==> src/design/assert_macros.svh <==
// Assertion macros shared by the supervisor RTL.
// Depends on nothing; included by files that carry concurrent checks.
`ifndef ASSERT_MACROS_SVH
`define ASSERT_MACROS_SVH

// Implication checked on every edge outside reset.
`define CCS_ASSERT_IMPL(label, clk, rst_n, ante, cons, msg) \
  label: assert property (@(posedge clk) disable iff (!rst_n) (ante) |-> (cons)) \
    else $error(msg);

// Implication whose consequent is checked in the cycle after the antecedent.
`define CCS_ASSERT_NEXT(label, clk, rst_n, ante, cons, msg) \
  label: assert property (@(posedge clk) disable iff (!rst_n) (ante) |=> (cons)) \
    else $error(msg);

// Condition that must never hold outside reset.
`define CCS_ASSERT_NEVER(label, clk, rst_n, cond, msg) \
  label: assert property (@(posedge clk) disable iff (!rst_n) !(cond)) \
    else $error(msg);

`endif

==> src/design/ccs_pkg.sv <==
// Shared types and constants for the capacitor charger supervisor.
// No dependencies; used by the config, step and top-level files.
package ccs_pkg;

  localparam int unsigned FlickBits = 8;
  localparam int unsigned CfgIdxBits = 3;

  localparam logic [1:0] PhIdle   = 2'd0;
  localparam logic [1:0] PhCharge = 2'd1;
  localparam logic [1:0] PhReady  = 2'd2;
  localparam logic [1:0] PhFault  = 2'd3;

  localparam logic [CfgIdxBits-1:0] CfgReadyVoltage  = 3'd0;
  localparam logic [CfgIdxBits-1:0] CfgDropVoltage   = 3'd1;
  localparam logic [CfgIdxBits-1:0] CfgChargeTimeout = 3'd2;
  localparam logic [CfgIdxBits-1:0] CfgPulseOn       = 3'd3;
  localparam logic [CfgIdxBits-1:0] CfgPulseOff      = 3'd4;

  localparam int unsigned ReadyVoltageRst  = 250;
  localparam int unsigned DropVoltageRst   = 230;
  localparam int unsigned ChargeTimeoutRst = 5000;
  localparam logic [FlickBits-1:0] PulseOnRst  = 8'd25;
  localparam logic [FlickBits-1:0] PulseOffRst = 8'd8;

  typedef struct packed {
    logic       drive;
    logic       ready;
    logic       dstop;
    logic [1:0] phase;
  } ccs_flags_t;

endpackage

==> src/design/ccs_cfg_regs.sv <==
// Configuration register file for the charger supervisor.
// Depends on ccs_pkg for register indexes and reset values.
module ccs_cfg_regs #(
  parameter int unsigned VOLTAGE_BITS = 10,
  parameter int unsigned TIMER_BITS   = 16
) (
  input  logic                                      clk_i,
  input  logic                                      rst_ni,
  input  logic                                      cfg_we_i,
  input  logic [ccs_pkg::CfgIdxBits-1:0]            cfg_index_i,
  input  logic [((VOLTAGE_BITS > TIMER_BITS) ? VOLTAGE_BITS : TIMER_BITS)-1:0] cfg_data_i,
  output logic [VOLTAGE_BITS-1:0]                   ready_voltage_o,
  output logic [VOLTAGE_BITS-1:0]                   drop_voltage_o,
  output logic [TIMER_BITS-1:0]                     charge_timeout_o,
  output logic [ccs_pkg::FlickBits-1:0]             pulse_on_o,
  output logic [ccs_pkg::FlickBits-1:0]             pulse_off_o
);

  logic [VOLTAGE_BITS-1:0]       ready_voltage_q, drop_voltage_q;
  logic [TIMER_BITS-1:0]         charge_timeout_q;
  logic [ccs_pkg::FlickBits-1:0] pulse_on_q, pulse_off_q;

  always_ff @(posedge clk_i or negedge rst_ni) begin
    if (!rst_ni) begin
      ready_voltage_q  <= VOLTAGE_BITS'(ccs_pkg::ReadyVoltageRst);
      drop_voltage_q   <= VOLTAGE_BITS'(ccs_pkg::DropVoltageRst);
      charge_timeout_q <= TIMER_BITS'(ccs_pkg::ChargeTimeoutRst);
      pulse_on_q       <= ccs_pkg::PulseOnRst;
      pulse_off_q      <= ccs_pkg::PulseOffRst;
    end else if (cfg_we_i) begin
      case (cfg_index_i)
        ccs_pkg::CfgReadyVoltage:  ready_voltage_q  <= cfg_data_i[VOLTAGE_BITS-1:0];
        ccs_pkg::CfgDropVoltage:   drop_voltage_q   <= cfg_data_i[VOLTAGE_BITS-1:0];
        ccs_pkg::CfgChargeTimeout: charge_timeout_q <= cfg_data_i[TIMER_BITS-1:0];
        ccs_pkg::CfgPulseOn:       pulse_on_q       <= cfg_data_i[ccs_pkg::FlickBits-1:0];
        ccs_pkg::CfgPulseOff:      pulse_off_q      <= cfg_data_i[ccs_pkg::FlickBits-1:0];
        default: ;
      endcase
    end
  end

  assign ready_voltage_o  = ready_voltage_q;
  assign drop_voltage_o   = drop_voltage_q;
  assign charge_timeout_o = charge_timeout_q;
  assign pulse_on_o       = pulse_on_q;
  assign pulse_off_o      = pulse_off_q;

endmodule

==> src/design/ccs_step.sv <==
// Next-state logic for one supervisor sample: phase decisions, then timer ticks.
// Depends on ccs_pkg for phase codes and the flag struct.
module ccs_step #(
  parameter int unsigned VOLTAGE_BITS = 10,
  parameter int unsigned TIMER_BITS   = 16
) (
  input  logic                          en_i,
  input  logic [VOLTAGE_BITS-1:0]       volt_i,
  input  logic                          tick_i,
  input  logic [VOLTAGE_BITS-1:0]       ready_voltage_i,
  input  logic [VOLTAGE_BITS-1:0]       drop_voltage_i,
  input  logic [TIMER_BITS-1:0]         charge_timeout_i,
  input  logic [ccs_pkg::FlickBits-1:0] pulse_on_i,
  input  logic [ccs_pkg::FlickBits-1:0] pulse_off_i,
  input  ccs_pkg::ccs_flags_t           flags_i,
  input  logic [TIMER_BITS-1:0]         charge_tmr_i,
  input  logic [ccs_pkg::FlickBits-1:0] flick_tmr_i,
  output ccs_pkg::ccs_flags_t           flags_o,
  output logic [TIMER_BITS-1:0]         charge_tmr_o,
  output logic [ccs_pkg::FlickBits-1:0] flick_tmr_o,
  output logic                          fault_event_o
);

  always_comb begin
    flags_o       = flags_i;
    charge_tmr_o  = charge_tmr_i;
    flick_tmr_o   = flick_tmr_i;
    fault_event_o = 1'b0;

    case (flags_i.phase)
      ccs_pkg::PhIdle: begin
        if (en_i) begin
          flags_o.dstop = 1'b1;
          flags_o.drive = 1'b1;
          charge_tmr_o  = '0;
          flags_o.phase = ccs_pkg::PhCharge;
        end else begin
          flags_o.drive = 1'b0;
          flags_o.ready = 1'b0;
        end
      end
      ccs_pkg::PhCharge: begin
        if (!en_i) begin
          flags_o.drive = 1'b0;
          flags_o.ready = 1'b0;
          flags_o.phase = ccs_pkg::PhIdle;
        end else if (volt_i > ready_voltage_i) begin
          flags_o.ready = 1'b1;
          flick_tmr_o   = '0;
          flags_o.phase = ccs_pkg::PhReady;
        end else if (charge_tmr_i > charge_timeout_i) begin
          flags_o.phase = ccs_pkg::PhFault;
          fault_event_o = 1'b1;
        end
      end
      ccs_pkg::PhReady: begin
        if (!en_i) begin
          flags_o.drive = 1'b0;
          flags_o.ready = 1'b0;
          flags_o.phase = ccs_pkg::PhIdle;
        end else if (volt_i < drop_voltage_i) begin
          flags_o.phase = ccs_pkg::PhFault;
          fault_event_o = 1'b1;
        end else if (flags_i.drive) begin
          if (flick_tmr_i > pulse_on_i) begin
            flags_o.drive = 1'b0;
            flick_tmr_o   = '0;
          end
        end else if (flick_tmr_i > pulse_off_i) begin
          flags_o.drive = 1'b1;
          flick_tmr_o   = '0;
        end
      end
      default: ;
    endcase

    // advance both timers after the decisions, holding at full scale
    if (tick_i) begin
      if (charge_tmr_o != '1) charge_tmr_o = charge_tmr_o + 1'b1;
      if (flick_tmr_o != '1) flick_tmr_o = flick_tmr_o + 1'b1;
    end
  end

endmodule

==> src/design/capacitor_charger_supervisor_unit.sv <==
// Capacitor charger supervisor: input register, step logic, result register.
// An input transfer fills the input register; its step result is then registered in the result register.
// Throughput: one sample per cycle while the result is not stalled; the combinational step logic sets the pace.
// The output register frees as its result transfers, so a stalled result holds one sample.
// Reset (rst_ni low, asynchronous) clears phase to idle, timers, flags and
// configuration to their defaults.
`include "assert_macros.svh"

module capacitor_charger_supervisor_unit #(
  parameter int unsigned VOLTAGE_BITS = 10,
  parameter int unsigned TIMER_BITS   = 16
) (
  input  logic                               clk_i,
  input  logic                               rst_ni,
  input  logic                               cfg_we_i,
  input  logic [ccs_pkg::CfgIdxBits-1:0]     cfg_index_i,
  input  logic [((VOLTAGE_BITS > TIMER_BITS) ? VOLTAGE_BITS : TIMER_BITS)-1:0] cfg_data_i,
  input  logic                               in_valid_i,
  output logic                               in_ready_o,
  input  logic                               enable_request_i,
  input  logic [VOLTAGE_BITS-1:0]            bank_voltage_i,
  input  logic                               tick_i,
  output logic                               out_valid_o,
  input  logic                               out_ready_i,
  output logic                               charger_on_o,
  output logic                               discharge_stopped_o,
  output logic                               bank_ready_o,
  output logic                               fault_o,
  output logic                               fault_event_o,
  output logic [1:0]                         phase_o
);

  logic [VOLTAGE_BITS-1:0]       ready_voltage, drop_voltage;
  logic [TIMER_BITS-1:0]         charge_timeout;
  logic [ccs_pkg::FlickBits-1:0] pulse_on, pulse_off;

  ccs_cfg_regs #(
    .VOLTAGE_BITS(VOLTAGE_BITS),
    .TIMER_BITS  (TIMER_BITS)
  ) u_cfg (
    .clk_i           (clk_i),
    .rst_ni          (rst_ni),
    .cfg_we_i        (cfg_we_i),
    .cfg_index_i     (cfg_index_i),
    .cfg_data_i      (cfg_data_i),
    .ready_voltage_o (ready_voltage),
    .drop_voltage_o  (drop_voltage),
    .charge_timeout_o(charge_timeout),
    .pulse_on_o      (pulse_on),
    .pulse_off_o     (pulse_off)
  );

  // input stage
  logic                    in_valid_q, en_q, tick_q;
  logic [VOLTAGE_BITS-1:0] volt_q;
  logic                    advance;

  // supervisor state
  ccs_pkg::ccs_flags_t           flags_q, flags_d;
  logic [TIMER_BITS-1:0]         charge_tmr_q, charge_tmr_d;
  logic [ccs_pkg::FlickBits-1:0] flick_tmr_q, flick_tmr_d;
  logic                          event_d;

  // result stage
  logic                out_valid_q, event_q;
  ccs_pkg::ccs_flags_t res_q;

  assign advance    = in_valid_q && (!out_valid_q || out_ready_i);
  assign in_ready_o = !in_valid_q || advance;

  always_ff @(posedge clk_i or negedge rst_ni) begin
    if (!rst_ni) begin
      in_valid_q <= 1'b0;
    end else if (in_ready_o) begin
      in_valid_q <= in_valid_i;
    end
  end

  always_ff @(posedge clk_i) begin
    if (in_ready_o && in_valid_i) begin
      en_q   <= enable_request_i;
      volt_q <= bank_voltage_i;
      tick_q <= tick_i;
    end
  end

  ccs_step #(
    .VOLTAGE_BITS(VOLTAGE_BITS),
    .TIMER_BITS  (TIMER_BITS)
  ) u_step (
    .en_i            (en_q),
    .volt_i          (volt_q),
    .tick_i          (tick_q),
    .ready_voltage_i (ready_voltage),
    .drop_voltage_i  (drop_voltage),
    .charge_timeout_i(charge_timeout),
    .pulse_on_i      (pulse_on),
    .pulse_off_i     (pulse_off),
    .flags_i         (flags_q),
    .charge_tmr_i    (charge_tmr_q),
    .flick_tmr_i     (flick_tmr_q),
    .flags_o         (flags_d),
    .charge_tmr_o    (charge_tmr_d),
    .flick_tmr_o     (flick_tmr_d),
    .fault_event_o   (event_d)
  );

  // commit the step only when its result has somewhere to go
  always_ff @(posedge clk_i or negedge rst_ni) begin
    if (!rst_ni) begin
      flags_q      <= '{drive: 1'b0, ready: 1'b0, dstop: 1'b0, phase: ccs_pkg::PhIdle};
      charge_tmr_q <= '0;
      flick_tmr_q  <= '0;
    end else if (advance) begin
      flags_q      <= flags_d;
      charge_tmr_q <= charge_tmr_d;
      flick_tmr_q  <= flick_tmr_d;
    end
  end

  always_ff @(posedge clk_i or negedge rst_ni) begin
    if (!rst_ni) begin
      out_valid_q <= 1'b0;
    end else if (advance) begin
      out_valid_q <= 1'b1;
    end else if (out_ready_i) begin
      out_valid_q <= 1'b0;
    end
  end

  always_ff @(posedge clk_i) begin
    if (advance) begin
      res_q   <= flags_d;
      event_q <= event_d;
    end
  end

  assign out_valid_o         = out_valid_q;
  assign charger_on_o        = res_q.drive;
  assign discharge_stopped_o = res_q.dstop;
  assign bank_ready_o        = res_q.ready;
  assign fault_o             = (res_q.phase == ccs_pkg::PhFault);
  assign fault_event_o       = event_q;
  assign phase_o             = res_q.phase;

  `CCS_ASSERT_NEXT(a_fault_sticky, clk_i, rst_ni, flags_q.phase == ccs_pkg::PhFault,
                   flags_q.phase == ccs_pkg::PhFault, "fault phase left without reset")
  `CCS_ASSERT_IMPL(a_event_in_fault, clk_i, rst_ni, out_valid_q && event_q,
                   res_q.phase == ccs_pkg::PhFault, "fault event outside fault phase")
  `CCS_ASSERT_NEVER(a_dstop_held, clk_i, rst_ni, $fell(flags_q.dstop),
                    "discharge stop flag cleared")
  `CCS_ASSERT_IMPL(a_ready_phase, clk_i, rst_ni, flags_q.ready,
                   flags_q.phase == ccs_pkg::PhReady || flags_q.phase == ccs_pkg::PhFault,
                   "ready flag set in idle or charging")

endmodule
==> config.mk <==
export PLATFORM = sky130hd
export DESIGN_NAME = capacitor_charger_supervisor_unit
export DESIGN_NICKNAME = d
export VERILOG_FILES = /design/src/design/ccs_pkg.sv /design/src/design/ccs_cfg_regs.sv /design/src/design/ccs_step.sv /design/src/design/capacitor_charger_supervisor_unit.sv
export VERILOG_INCLUDE_DIRS = /design/src /design/src/design
export SDC_FILE = /design/constraint.sdc
export NUM_CORES = 1
export LEC_CHECK = 0
export BUFFER_PORTS_ARGS = -buffer_cell sky130_fd_sc_hd__buf_2
export CAP_MARGIN = 10
export CORE_UTILIZATION = 43
export CTS_CLUSTER_SIZE = 8
export DETAILED_ROUTE_END_ITERATION = 12
export PLACE_DENSITY = 0.6
export SLEW_MARGIN = 25
export SYNTH_ARGS = -nofsm -noshare
export SYNTH_HDL_FRONTEND = slang
export SYNTH_SLANG_ARGS = --single-unit
==> constraint.sdc <==
create_clock -name clk_i -period 3.7 [get_ports clk_i]
set_input_delay 0.555 -clock clk_i [delete_from_list [all_inputs] [get_ports clk_i]]
set_output_delay 0.555 -clock clk_i [all_outputs]
set_load 0.1 [all_outputs]
; ---- Word-level counts from Yosys, hierarchy flattened
; Cells that the tools add are included.
[word_totals]
regBits = 101
output_inout_bits = 9
[op_classes]
addsub = 2
n_lt_le_gt_ge = 5
eq_ne = 9
mux = 41
reduce_logical = 14
[op_table]
columns = operator, count
row1 = $mux W8, 9
row2 = $mux W16, 4
row3 = $mux W1, 18
row4 = $add A16 B1 Y16 const B, 1
row5 = $gt A16 B16 Y1, 1
row6 = $gt A8 B8 Y1, 2
row7 = $ne A16 B16 Y1 const B, 1
row8 = $pmux W8 S2, 1
row9 = $pmux W2 S3, 2
row10 = $gt A10 B10 Y1, 1
row11 = $lt A10 B10 Y1, 1
row12 = $mux W2, 5
row13 = $reduce_and A2 Y1, 5
row14 = $add A8 B1 Y8 const B, 1
row15 = $ne A8 B8 Y1 const B, 1
row16 = $eq A3 B2 Y1 const B, 2
row17 = $eq A2 B2 Y1 const B, 2
row18 = $eq A3 B1 Y1 const B, 1
row19 = $eq A3 B3 Y1 const B, 1
row20 = $logic_not A3 Y1, 1
row21 = $mux W3, 1
row22 = $eq A2 B1 Y1 const B, 1
row23 = $logic_and A1 B1 Y1, 2
row24 = $logic_not A1 Y1, 2
row25 = other kinds (4), 5

; ---- Longest topological paths before layout
; Gate-level depths: netlist (run 1).
[depth]
word_depth = 9
ltp_mapped = 17

; ---- By module
; Synthesis (run 1) repeated with hierarchy kept, for this count alone.
[unflattened]
cells_unflattened = 536
hier_area_um2 = 6064.6
[by_module_without_submodules]
columns = module, instances, cells_each, area_each_um2, seq_area_each_um2
row1 = ccs_step, 1, 333, 2169.6, 0.0
row2 = ccs_cfg_regs, 1, 114, 2059.5, 1326.3
row3 = capacitor_charger_supervisor_unit, 1, 89, 1835.5, 1316.3

; ---- Worst setup path after synthesis (run 1)
; No wires, ideal clock.
[synth_path]
path_type = flip-flop to flip-flop
startpoint = reg u_cfg.ready_voltage_q[7], in the netlist u_cfg.ready_voltage_o[7]
endpoint = reg flick_tmr_q[5] (netlist bit)
arrival_time_ns = 3.060
required_ns = 3.581
slack_ns = 0.520
path_stages_with_launch = 17
path_buffers = 1
period_less_slack_ns = 3.180
cell_sequence = dfstp_2 -> inv_1 -> ha_1 -> nand4_1 -> nor3_1 -> a211oi_1 -> a32o_1 -> o21ai_1 -> o211ai_2 -> buf_6 -> and2_1 -> ha_1 -> and2_0 -> and2_1 -> a211o_1 -> a21oi_1 -> nor2_1
[synth_via]
elab_chain_len = 7
word_cells_on_any_way = 8
classes_between = add/sub: 1 / order compare: 1 / eq/ne: 1 / mux: 5
[synth_rtl]
columns = item, line_no
row1 = "start, declared", ccs_cfg_regs.sv:19  ; logic [VOLTAGE_BITS-1:0] ready_voltage_q, drop_voltage_q;
row2 = "start signal, assigned", ccs_cfg_regs.sv:25  ; ready_voltage_q <= VOLTAGE_BITS'(ccs_pkg::ReadyVoltageRst);
row3 = "start signal, assigned", ccs_cfg_regs.sv:32  ; ccs_pkg::CfgReadyVoltage: ready_voltage_q <= cfg_data_i[VOLTAGE_BITS-1:0];
row4 = $gt A10 B10 Y1 *, ccs_step.sv:47  ; end else if (volt_i > ready_voltage_i) begin
row5 = $mux W8 *, ccs_step.sv:47
row6 = $mux W8 *, ccs_step.sv:43  ; if (!en_i) begin
row7 = $pmux W8 S2 *, ccs_step.sv:30  ; case (flags_i.phase)
row8 = $add A8 B1 Y8 / $ne A8 B8 Y1 (equally long branches), ccs_step.sv:80  ; if (flick_tmr_o != '1) flick_tmr_o = flick_tmr_o + 1'b1;
row9 = $mux W8, ccs_step.sv:80
row10 = $mux W8 *, ccs_step.sv:78  ; if (tick_i) begin
row11 = "end signal, assigned", capacitor_charger_supervisor_unit.sv:117  ; flick_tmr_q <= flick_tmr_d;
row12 = "end, declared", capacitor_charger_supervisor_unit.sv:61  ; logic [ccs_pkg::FlickBits-1:0] flick_tmr_q, flick_tmr_d;
; Every way passes the cells marked *; elsewhere a longest branch is shown, timed or not.
; A chain may end at the register's enable or synchronous reset.

; ---- Worst setup path after layout (run 1)
; Ends and elaborated chain as after synthesis.

==> metrics.md, run 1 <==
| Metric | Value |
|---|---|
| Via count of the routed design | 4236 |
| Mapped Nets | 686 |
| Cell Chain, Critical Path | inv_1, ha_1, nand4_1, nor3_2, a211oi_1, a32o_1, o21ai_1, o211ai_2, and2_1, ha_1, and2_0, and2_1, a211o_1, a21oi_1, nor2_1 |
| Largest net degree at the start of global routing | 84 |
| Crit path from | u_cfg.ready_voltage_o[7]$_DFFE_PN1P_ |
| Num CTS Buffers | 9 |
| Final hold vios | 0 |
| Wire length on met1 | 5.97 mm |
| Final HPWL DP | 9.04 mm |
| R2R Path End | flick_tmr_q[5]$_DFFE_PN0P_ |
| Setup Skew | 12.1 ps |
| Die height | 118 um |
| Ant diodes | 0 |
| Status | completed |
| CP endpoint kind | register |
| GPL Wtd Cong | 0.811 |
| DRT Pass-1 Iters | 5 |
| Post-CTS Setup Bufs | 0 |
| P_leak | 2.87 nW |
| Post-detailed-route count of antenna-violating nets | 0 |
| GRT Util Overall | 19.5% |
| Async SR Flop Fraction | 82.2% |
| Layout area overhead | 12.9% |
| Syn Area/Cell | 9.68 um^2 |
| Slew @ Worst Pin | 798 ps |
| Setup CP Type | register to register |
| Predominant post-synthesis flop cell | dfrtp_1 |
| Initial antenna violation count | 0 |
| I/O pin count | 45 |
| # DRC | 0 |
| Reg2Reg Setup Slack | 290 ps |
| Global route overflow | 0 |
| Ys Warns | 0 |
| Fin. max-slew vios | 0 |
| P per Cell Area | 560 mW/mm^2 |
| CTS H-tree lvls | 3 |
| CTS tree | yes |
| Row cnt | 41 |
| Routed wire length on met3 | 378 um |
| Final core occ | 50.5% |
| Fmax | 294 MHz |
| WP data required | 3940 ps |
| Top post-synthesis cells by area | dfrtp_1, ha_1, edfxtp_1, dfstp_2, nand2_1 |
| CP arrival | 3640 ps |
| RSZ-0062 raised after global routing | no |
| Layout cells sized above 1 | 18.0% |
| Clock Tree Buf Depth | 2 |
| Port Buffers | 44 |
| Via-to-Cell Ratio | 5.20 |
| Setup total negative slack | 0 ps |
| Synth area leader | dfrtp_1 |
| Hold Path Class | primary input to asynchronous set/reset pin |
| Relative slew slack | 46.8% |
| Post-synthesis cell count | 593 |
| EDFF count, synth | 18 |
| Number of global-route vias before repair | 4226 |
| Synth Register Bits | 101 |
| CP max-delay cell | dfstp_2 |
| RR Startpoint | u_cfg.ready_voltage_o[7]$_DFFE_PN1P_ |
| Final-report setup violation count | 0 |
| Clock root buffer | clkbuf_16 |
| Number of max-cap violations | 0 |
| Die width | 118 um |
| Fin crit share | 92.1% |
| Layout net count | 731 |
| Synth cell types | 58 |
| Routed met2 length | 5.80 mm |
| Crit path max fanout | 7 |
| Worst Setup Start Kind | register |
| Initial DRC count | 226 |
| Min Tclk post-route | 3410 ps |
| WL per Instance | 15.2 um |
| Setup crit end | flick_tmr_q[5]$_DFFE_PN0P_ |
| Share of the synthesized area in the top cell type | 27.5% |
| Reg clk slew, reported paths | 70 ps |
| Full die area | 0.0138 mm^2 |
| Crit-path max cell delay | 530 ps |
| Top Metal Used | met4 |
| Clock latency on the worst-skew pair | 360 ps |
| Seq/Total Area, Yosys | 46.0% |
| CTS sink cnt | 101 |
| R2r worst-path depth | 15 |
| Netlist Area Pre-Place | 0.00574 mm^2 |
| DRT Wirelength | 12.4 mm |
| Core area | 0.0128 mm^2 |
| First-pass GRT wire length | 21.2 mm |
| Peak VDD IR | 305 uV |
| Initial Utilization | 44.8% |
| PnR Total Power | 3.62 mW |
per-stage QoR:
step	cell area [um^2]	cells	setup WS, ps	hold slack (ps)
after floorplan	5740	593	520	259
after global placement	6130	799	379	447
after detailed placement	6130	799	270	463
after CTS	6470	815	245	297
after global routing	6480	815	37.0	328
final	6480	815	293	218
repair_timing:
action,4_1_cts,5_1_grt
hold endpoints to repair,0,0
resized for setup,0,1
hold buffers,0,0
endpoints found under the setup margin,0,1
state kept, by name, summed over array words and instances (netlist names):
signal                  count
u_cfg.drop_voltage_o       10
fault_event_o               1
u_cfg.charge_timeout_o     16
phase_o                     2
u_cfg.pulse_off_o           8
bank_ready_o                1
u_cfg.pulse_on_o            8
volt_q                     10
flags_q                     5
flick_tmr_q                 8
en_q                        1
charge_tmr_q               16
charger_on_o                1
u_cfg.ready_voltage_o      10
out_valid_o                 1
tick_q                      1
discharge_stopped_o         1
in_valid_q                  1
where the power goes:
part | internal (mW) | total [mW] | switching (mW)
Clock | 0.664 | 1.09 | 0.425
Sequential | 1.36 | 1.50 | 0.135
Combinational | 0.384 | 1.04 | 0.654
critical path, delay by kind of cell, from the launching register on:
kind            cells  cell delay (ps)
fa+ha+maj           2              490
simple gates        6             1090
flops               1              530
compound gates      6             1130
buf+inv             1               50
routing by layer:
layer	GRT usage, %	vias to the layer above
met5	0	-
met4	5.69	0
met3	5.43	10
met2	31.7	78
met1	25.5	1987
li1	-	2161
worst min path at each step:
stage	from	end	slack, ps	cells after the start
final	rst_ni	u_cfg.drop_voltage_o[4]$_DFFE_PN0P_	220	1
after global routing	rst_ni	u_cfg.drop_voltage_o[4]$_DFFE_PN0P_	330	1
after CTS	rst_ni	flags_q[0]$_DFFE_PN0P_	300	1
after detailed placement	flags_q[2]$_DFFE_PN0P_	flags_q[2]$_DFFE_PN0P_	460	1
after global placement	flags_q[2]$_DFFE_PN0P_	flags_q[2]$_DFFE_PN0P_	450	1
after floorplan	rst_ni	charge_tmr_q[0]$_DFFE_PN0P_	260	0
cell families (layout without fill, tap and decap cells):
family / count (synthesis) / in the layout / synth area share, %
adder cells (fa/ha/maj): 57 / 57 / 12.4
XOR/XNOR: 9 / 9 / 1.37
AO/OA/AOI/OAI: 146 / 146 / 15.5
multiplexers: 14 / 14 / 2.73
buffers and inverters: 78 / 128 / 5.71
AND/OR/NAND/NOR: 188 / 188 / 16.2
flip-flops: 101 / 101 / 46.0
cells in the final DEF, fill, tap and decap left out, types with 3 or more instances in the layout:
| cell | Yosys | layout |
|---|---|---|
| nand2_1 | 84 | 84 |
| dfrtp_1 | 63 | 63 |
| inv_1 | 60 | 60 |
| o21ai_0 | 57 | 57 |
| ha_1 | 57 | 57 |
| buf_2 | 0 | 43 |
| a21oi_1 | 35 | 35 |
| nor2_1 | 31 | 31 |
| dfstp_2 | 20 | 20 |
| edfxtp_1 | 18 | 18 |
| nand3_1 | 15 | 15 |
| mux2_2 | 13 | 13 |
| nand4_1 | 12 | 12 |
| clkbuf_16 | 0 | 9 |
| nand2b_1 | 8 | 8 |
| o211ai_1 | 7 | 7 |
| a31oi_1 | 7 | 7 |
| buf_4 | 0 | 7 |
| and2_1 | 6 | 6 |
| nor3_1 | 7 | 6 |
| xor2_1 | 6 | 6 |
| o21a_1 | 5 | 5 |
| nor2b_1 | 4 | 4 |
| and4_1 | 4 | 4 |
| o31ai_1 | 4 | 4 |
| a21o_1 | 3 | 3 |
| a211oi_1 | 3 | 3 |
| o21ai_1 | 3 | 3 |
| o22ai_1 | 3 | 3 |
| xnor2_1 | 3 | 3 |
| and3_1 | 3 | 3 |
| bufinv_16 | 0 | 3 |
synthesized netlist by cell type, drive strengths merged, types with 2 or more instances:
master   instances
dfrtp           63
a211o            2
o21a             5
edfxtp          18
nor2b            4
nor2            32
clkbuf          15
and3             7
xor2             6
a211oi           4
nand4           14
ha              57
inv             61
a21oi           36
o2111ai          2
nand2           84
dfstp           20
nor3             7
o211ai           8
o21ai           60
o311ai           2
nand3           16
and2             9
buf              2
a32o             2
o22ai            3
nand2b           8
mux2            13
a31oi            7
xnor2            3
and4             4
o31ai            4
a21o             3
cell type report:
cell class	count	area [um^2]
fillers	1199	6350
multi-input cells	414	2770
flip-flops and latches	101	2640
repair buffers	51	279
clock buffers	11	233
inverters	61	229
well taps	172	215
clock inverters	5	106
(Power assumes the default switching activity.)
==> run 2: changes to the inputs <==
- ABC_AREA: default -> 1
==> run 2 against run 1 <==
Compared with the run above: synthesized cell count increased by 19%; non-clock buffer count decreased by 5; total power increased by 8.0%; flip-flop and latch count unchanged; design area increased by 1.2%; combinational power increased by 33%; critical path depth increased by 10; clock skew decreased by 4.6 ps; largest cell class unchanged; highest routed layer unchanged.
==> metrics.md, run 2 <==
| Metric | Value |
|---|---|
| GRT Util Overall | 19.9% (was 19.5%) |
| Ant diodes | 0 (unchanged) |
| Via count of the routed design | 4623 (was 4236) |
| Setup CP Type | register to register (unchanged) |
| Initial DRC count | 269 (was 226) |
| Post-synthesis cell count | 703 (was 593) |
| Status | completed (unchanged) |
| Final setup margin | 468 ps (was 293 ps) |
| Clock root buffer | clkbuf_16 (unchanged) |
| Layout area overhead | 12.2% (was 12.9%) |
| Combinational fraction of design power | 35.2% (was 28.6%) |
| Via-to-Cell Ratio | 4.99 (was 5.20) |
| Clock Tree Buf Depth | 2 (unchanged) |
| RSZ-0062 raised after global routing | no (unchanged) |
| Share of the synthesized area in the top cell type | 27.0% (was 27.5%) |
| Sw Pwr | 1.54 mW (was 1.21 mW) |
| Fin. max-slew vios | 0 (unchanged) |
| Post-synth top cells | nand2_1, inv_1, dfrtp_1 (was nand2_1, dfrtp_1, inv_1) |
| P per Cell Area | 597 mW/mm^2 (was 560 mW/mm^2) |
| Port Buffers | 44 (unchanged) |
| Post-detailed-route count of antenna-violating nets | 0 (unchanged) |
| Initial Utilization | 44.1% (was 44.8%) |
| Row cnt | 42 (was 41) |
| Pre-CTS setup slack | 493 ps (was 270 ps) |
| Final hold vios | 0 (unchanged) |
| Largest net degree at the start of global routing | 64 (was 84) |
| Most frequent cells in the layout | nand2_1, inv_1, dfrtp_1, o21ai_0, ha_1 (was nand2_1, dfrtp_1, inv_1, o21ai_0, ha_1) |
| # resized after CTS | 0 (unchanged) |
| I/O pin count | 45 (unchanged) |
| Layout net count | 839 (was 731) |
| WHS | 289 ps (was 218 ps) |
| Fmax | 309 MHz (was 294 MHz) |
| Clock network power share | 25.2% (was 30.0%) |
| Syn Area/Cell | 8.32 um^2 (was 9.68 um^2) |
| Global route overflow | 0 (unchanged) |
| Peak VDD IR | 301 uV (was 305 uV) |
| Slew @ Worst Pin | 818 ps (was 798 ps) |
| Netlist Area Pre-Place | 0.00585 mm^2 (was 0.00574 mm^2) |
| CP endpoint kind | register (unchanged) |
| P_int | 2.38 mW (was 2.41 mW) |
| WP data required | 3950 ps (was 3940 ps) |
| Worst Setup Start Kind | register (unchanged) |
| DRT Pass-1 Iters | 4 (was 5) |
| Filler cell count | 1326 (was 1199) |
| Relative slew slack | 45.4% (was 46.8%) |
| Die height | 119 um (was 118 um) |
| CTS H-tree lvls | 3 (unchanged) |
| Post-CTS Setup Bufs | 0 (unchanged) |
| Setup total negative slack | 0 ps (unchanged) |
| Synth area leader | dfrtp_1 (unchanged) |
| Predominant post-synthesis flop cell | dfrtp_1 (unchanged) |
| CTS tree | yes (unchanged) |
| Num CTS Buffers | 9 (unchanged) |
| EDFF count, synth | 18 (unchanged) |
| Die width | 119 um (was 118 um) |
| Ys Warns | 0 (unchanged) |
| WL per Instance | 13.8 um (was 15.2 um) |
| Reg power frac | 39.6% (was 41.3%) |
| Full die area | 0.0141 mm^2 (was 0.0138 mm^2) |
| Fin crit share | 87.3% (was 92.1%) |
| Sw Share | 39.3% (was 33.5%) |
| Crit path max fanout | 8 (was 7) |
| Most common cell in the netlist | nand2_1 (unchanged) |
| Synth cell types | 39 (was 58) |
| Placed cell areas | 0.00625 mm^2 (was 0.00613 mm^2) |
| Final-report setup violation count | 0 (unchanged) |
| Layout cells sized above 1 | 13.8% (was 18.0%) |
| Reg clk slew, reported paths | 70 ps (about the same) |
| Synth Register Bits | 101 (unchanged) |
| Hold Path Class | primary input to asynchronous set/reset pin (unchanged) |
| First-pass GRT wire length | 22.0 mm (was 21.2 mm) |
| Number of global-route vias before repair | 4483 (was 4226) |
| # DRC | 0 (unchanged) |
| Clock latency on the worst-skew pair | 350 ps (was 360 ps) |
| Async SR Flop Fraction | 82.2% (unchanged) |
| P_leak | 3.30 nW (was 2.87 nW) |
| Number of max-cap violations | 0 (unchanged) |
| Top post-synthesis cells by area | dfrtp_1, ha_1, nand2_1, edfxtp_1, dfstp_2 (was dfrtp_1, ha_1, edfxtp_1, dfstp_2, nand2_1) |
| Most common cell after layout, fill and taps aside | nand2_1 (unchanged) |
| GPL Wtd Cong | 0.823 (was 0.811) |
| Mapped Nets | 796 (was 686) |
| CP arrival | 3480 ps (was 3640 ps) |
| Hold buffers post-CTS | 0 (unchanged) |
| Initial antenna violation count | 0 (unchanged) |
| Seq/Total Area, Yosys | 45.2% (was 46.0%) |
| Core area | 0.0132 mm^2 (was 0.0128 mm^2) |
| Register area | 0.00264 mm^2 (unchanged) |
| CTS sink cnt | 101 (unchanged) |
| Fin area | 0.00656 mm^2 (was 0.00648 mm^2) |
| DRT Wirelength | 12.8 mm (was 12.4 mm) |
| Final HPWL DP | 9.45 mm (was 9.04 mm) |
| Min Tclk post-route | 3230 ps (was 3410 ps) |
| Setup Skew | 7.45 ps (was 12.1 ps) |
| Multi-input logic area | 0.00271 mm^2 (was 0.00277 mm^2) |
run 2: worst max-delay path: stages, from the launching register on:
cell     delay, ps
dfstp_2        530
inv_1           50
ha_1           300
nand2_1         90
inv_1           40
nand2_1         50
nand2_1         40
nand2_1         50
nand3_1        150
nand2_1        100
inv_1           50
nand3_1         70
nand2_1         60
nand2_2        140
inv_1          120
nor2_1         150
ha_1           220
nand2_1         70
inv_1           90
nand4_2        130
nor2_2         190
nand2_2        110
nand2_1        120
nor2_1          50
nand3_1         90
nand2_1         50
run 2: path summary, 6_finish.rpt:
kind,depth (start not counted),from,to,slack (ps)
setup / recovery,25,u_cfg.drop_voltage_o[5]$_DFFE_PN1P_,flick_tmr_q[2]$_DFFE_PN0P_,470
hold / removal,1,rst_ni,flick_tmr_q[7]$_DFFE_PN0P_,290
setup reg to reg,25,u_cfg.drop_voltage_o[5]$_DFFE_PN1P_,flick_tmr_q[2]$_DFFE_PN0P_,470
hold reg to reg,2,flags_q[2]$_DFFE_PN0P_,flags_q[2]$_DFFE_PN0P_,450
max in group asynchronous,2,rst_ni,flags_q[3]$_DFFE_PN0P_,2590
min in group clk_i,1,bank_voltage_i[4],volt_q[4]$_DFFE_PP_,370
run 2: final cells by class:
cell class | instances | share of cell area [%]
clock buffers | 9 | 3.43
multi-input cells | 471 | 41.3
inverters | 117 | 6.77
well taps | 176 | 3.36
repair buffers | 46 | 3.63
clock inverters | 7 | 1.24
flip-flops and latches | 101 | 40.3
run 2: power by group through the flow:
stage | combinational, mW | sequential [mW] | clock (mW)
after CTS | 1.39 | 1.55 | 1.02
after floorplan | 0.961 | 1.64 | 0
after global routing | 1.59 | 1.58 | 1.06
final | 1.38 | 1.55 | 0.987
after detailed placement | 1.38 | 1.57 | 0
after global placement | 1.33 | 1.56 | 0
run 2: logic make-up after synthesis:
| family | after synthesis | share of synthesized area (%) |
|---|---|---|
| adders and majority gates | 57 | 12.2 |
| and+or+nand+nor | 289 | 21.7 |
| AOI/OAI and AO/OA | 109 | 9.95 |
| buffers and inverters | 131 | 8.58 |
| DFF | 101 | 45.2 |
| xor gates and xnor gates | 16 | 2.40 |
run 2: metal layers:
metal / global-route usage (%) / share of wire, % / vias up
li1: - / - / 2346
met4: 4.27 / 0.79 / 0
met2: 33.2 / 48 / 75
met5: 0 / 0 / -
met3: 4.83 / 3.9 / 7
met1: 26.3 / 47 / 2195
run 2: stage by stage:
stage / power (mW) / utilization, % / cells
after detailed placement: 2.95 / 47.2 / 911
after global routing: 4.24 / 49.5 / 927
after global placement: 2.89 / 47.2 / 911
final: 3.92 / 49.5 / 927
after CTS: 3.96 / 49.5 / 927
after floorplan: 2.61 / - / 703
==> run 3: changes to the inputs <==
- CTS_BUF_LIST: default -> sky130_fd_sc_hd__clkbuf_2 sky130_fd_sc_hd__clkbuf_4 sky130_fd_sc_hd__clkbuf_8
==> run 3 against run 2 <==
Compared with the run above: first-iteration DRC count decreased by 13%; combinational power about the same; clock-buffer cell count unchanged; maximum frequency decreased by 0.28%; routed wire length decreased by 0.99%; final cell count unchanged; design area decreased by 1.5%; sequential power about the same; worst hold slack got worse by 61 ps; flip-flop and latch count unchanged; critical path depth unchanged; via count increased by 0.24%.
==> metrics.md, run 3 (synthesized netlist as in run 2, its figures left out) <==
| Metric | Value |
|---|---|
| Status | completed (unchanged) |
| GPL Wtd Cong | 0.823 (unchanged) |
| Initial DRC count | 235 (was 269) |
| Via-to-Cell Ratio | 5.00 (was 4.99) |
| Via count of the routed design | 4634 (was 4623) |
| Clock Tree Buf Depth | 2 (unchanged) |
| Most frequent cells in the layout | nand2_1, inv_1, dfrtp_1, o21ai_0, ha_1 (unchanged) |
| CP arrival | 3530 ps (was 3480 ps) |
| Largest net degree at the start of global routing | 64 (unchanged) |
| Port Buffers | 44 (unchanged) |
| Setup total negative slack | 0 ps (unchanged) |
| First-pass GRT wire length | 22.0 mm (about the same) |
| Ant diodes | 0 (unchanged) |
| Reg clk slew, reported paths | 100 ps (was 70 ps) |
| Row cnt | 42 (unchanged) |
| Hold Path Class | primary input to asynchronous set/reset pin (unchanged) |
| WL per Instance | 13.7 um (was 13.8 um) |
| Fin area | 0.00646 mm^2 (was 0.00656 mm^2) |
| Clock root buffer | clkbuf_8 (was clkbuf_16) |
| GRT Util Overall | 20.0% (was 19.9%) |
| Fin. max-slew vios | 0 (unchanged) |
| Crit path max fanout | 8 (unchanged) |
| DRT Wirelength | 12.7 mm (was 12.8 mm) |
| Relative slew slack | 44.9% (was 45.4%) |
| RSZ-0062 raised after global routing | no (unchanged) |
| CTS H-tree lvls | 3 (unchanged) |
| Min Tclk post-route | 3240 ps (was 3230 ps) |
| Setup Skew | 10.4 ps (was 7.45 ps) |
| Setup CP Type | register to register (unchanged) |
| # DRC | 0 (unchanged) |
| DRT Pass-1 Iters | 5 (was 4) |
| Placed cell areas | 0.00625 mm^2 (unchanged) |
| CTS tree | yes (unchanged) |
| Layout net count | 839 (unchanged) |
| WP data required | 3990 ps (was 3950 ps) |
| Slew @ Worst Pin | 827 ps (was 818 ps) |
| Core area | 0.0132 mm^2 (unchanged) |
| P_leak | 3.26 nW (was 3.30 nW) |
| Number of max-cap violations | 0 (unchanged) |
| P per Cell Area | 570 mW/mm^2 (was 597 mW/mm^2) |
| Post-detailed-route count of antenna-violating nets | 0 (unchanged) |
| Full die area | 0.0141 mm^2 (unchanged) |
| CTS sink cnt | 101 (unchanged) |
| Layout cells sized above 1 | 13.8% (unchanged) |
| Filler cell count | 1342 (was 1326) |
| Initial antenna violation count | 0 (unchanged) |
| Worst Setup Start Kind | register (unchanged) |
| Die width | 119 um (unchanged) |
| Peak VDD IR | 262 uV (was 301 uV) |
| Number of global-route vias before repair | 4478 (was 4483) |
| Most common cell after layout, fill and taps aside | nand2_1 (unchanged) |
| Clock latency on the worst-skew pair | 390 ps (was 350 ps) |
| Global route overflow | 0 (unchanged) |
| Final hold vios | 0 (unchanged) |
| Layout area overhead | 10.4% (was 12.2%) |
| # resized after CTS | 0 (unchanged) |
| Num CTS Buffers | 9 (unchanged) |
| Fin crit share | 87.6% (was 87.3%) |
| Post-CTS Setup Bufs | 0 (unchanged) |
| I/O pin count | 45 (unchanged) |
| Hold buffers post-CTS | 0 (unchanged) |
| Fmax | 309 MHz (about the same) |
| Final HPWL DP | 9.45 mm (unchanged) |
| Initial Utilization | 44.1% (unchanged) |
| Die height | 119 um (unchanged) |
| Final-report setup violation count | 0 (unchanged) |
| CP endpoint kind | register (unchanged) |
==> run 3: cell counts in the layout (fill, tap and decap cells not counted) <==
Identical to the previous run, type by type.
==> run 3: worst paths after layout <==
path                                                      from                    endpoint  slack [ps]  depth (start not counted)
max reg2reg                u_cfg.drop_voltage_o[5]$_DFFE_PN1P_  flick_tmr_q[1]$_DFFE_PN0P_         460                         25
min reg2reg                             flags_q[2]$_DFFE_PN0P_      flags_q[2]$_DFFE_PN0P_         460                          2
max in group asynchronous                               rst_ni      flags_q[3]$_DFFE_PN0P_        2640                          2
max                        u_cfg.drop_voltage_o[5]$_DFFE_PN1P_  flick_tmr_q[1]$_DFFE_PN0P_         460                         25
min in group clk_i                           bank_voltage_i[0]         volt_q[0]$_DFFE_PP_         330                          1
min                                                     rst_ni  flick_tmr_q[6]$_DFFE_PN0P_         230                          1
==> run 3: final cells by class <==
type,count,area (um^2),area share (%)
clock inverters,7,81.3,1.26
well taps,176,220,3.41
repair buffers,46,238,3.68
inverters,117,444,6.88
multi-input cells,471,2710,41.9
flip-flops and latches,101,2640,40.9
clock buffers,9,124,1.92
==> run 3: report_power, final <==
group	leakage, nW	total, mW	internal, mW	switching [mW]
Sequential	1.18	1.55	1.38	0.170
Clock	0.101	0.749	0.324	0.425
Combinational	1.98	1.38	0.462	0.917
==> run 3: layer usage <==
layer,GRT usage [%],vias up,share of wire (%)
met3,4.83,8,4.3
li1,-,2347,-
met4,4.35,0,0.87
met2,32.9,97,47
met5,0,-,0
met1,26.5,2182,47
==> run 3: metrics by stage <==
stage               setup WS [ps]  util [%]  total power [mW]  hold slack (ps)  cells
floorplan                     936         -              2.61              259    703
global placement              668      47.2              2.89              433    911
detailed placement            493      47.2              2.95              440    911
CTS                           482      48.7              3.72              275    927
global route                 75.3      48.8              4.00              299    927
finish                        459      48.8              3.68              227    927
==> run 3: worst max-delay path, stage by stage (launching register included) <==
cell	delay, ps
dfstp_2	550
inv_1	40
ha_1	300
nand2_1	90
inv_1	40
nand2_1	50
nand2_1	40
nand2_1	50
nand3_1	150
nand2_1	100
inv_1	50
nand3_1	70
nand2_1	60
nand2_2	140
inv_1	120
nor2_1	170
ha_1	220
nand2_1	60
inv_1	90
nand4_2	130
nor2_2	190
nand2_2	110
nand2_1	120
nand2_1	70
nand3_1	70
nand2_1	50
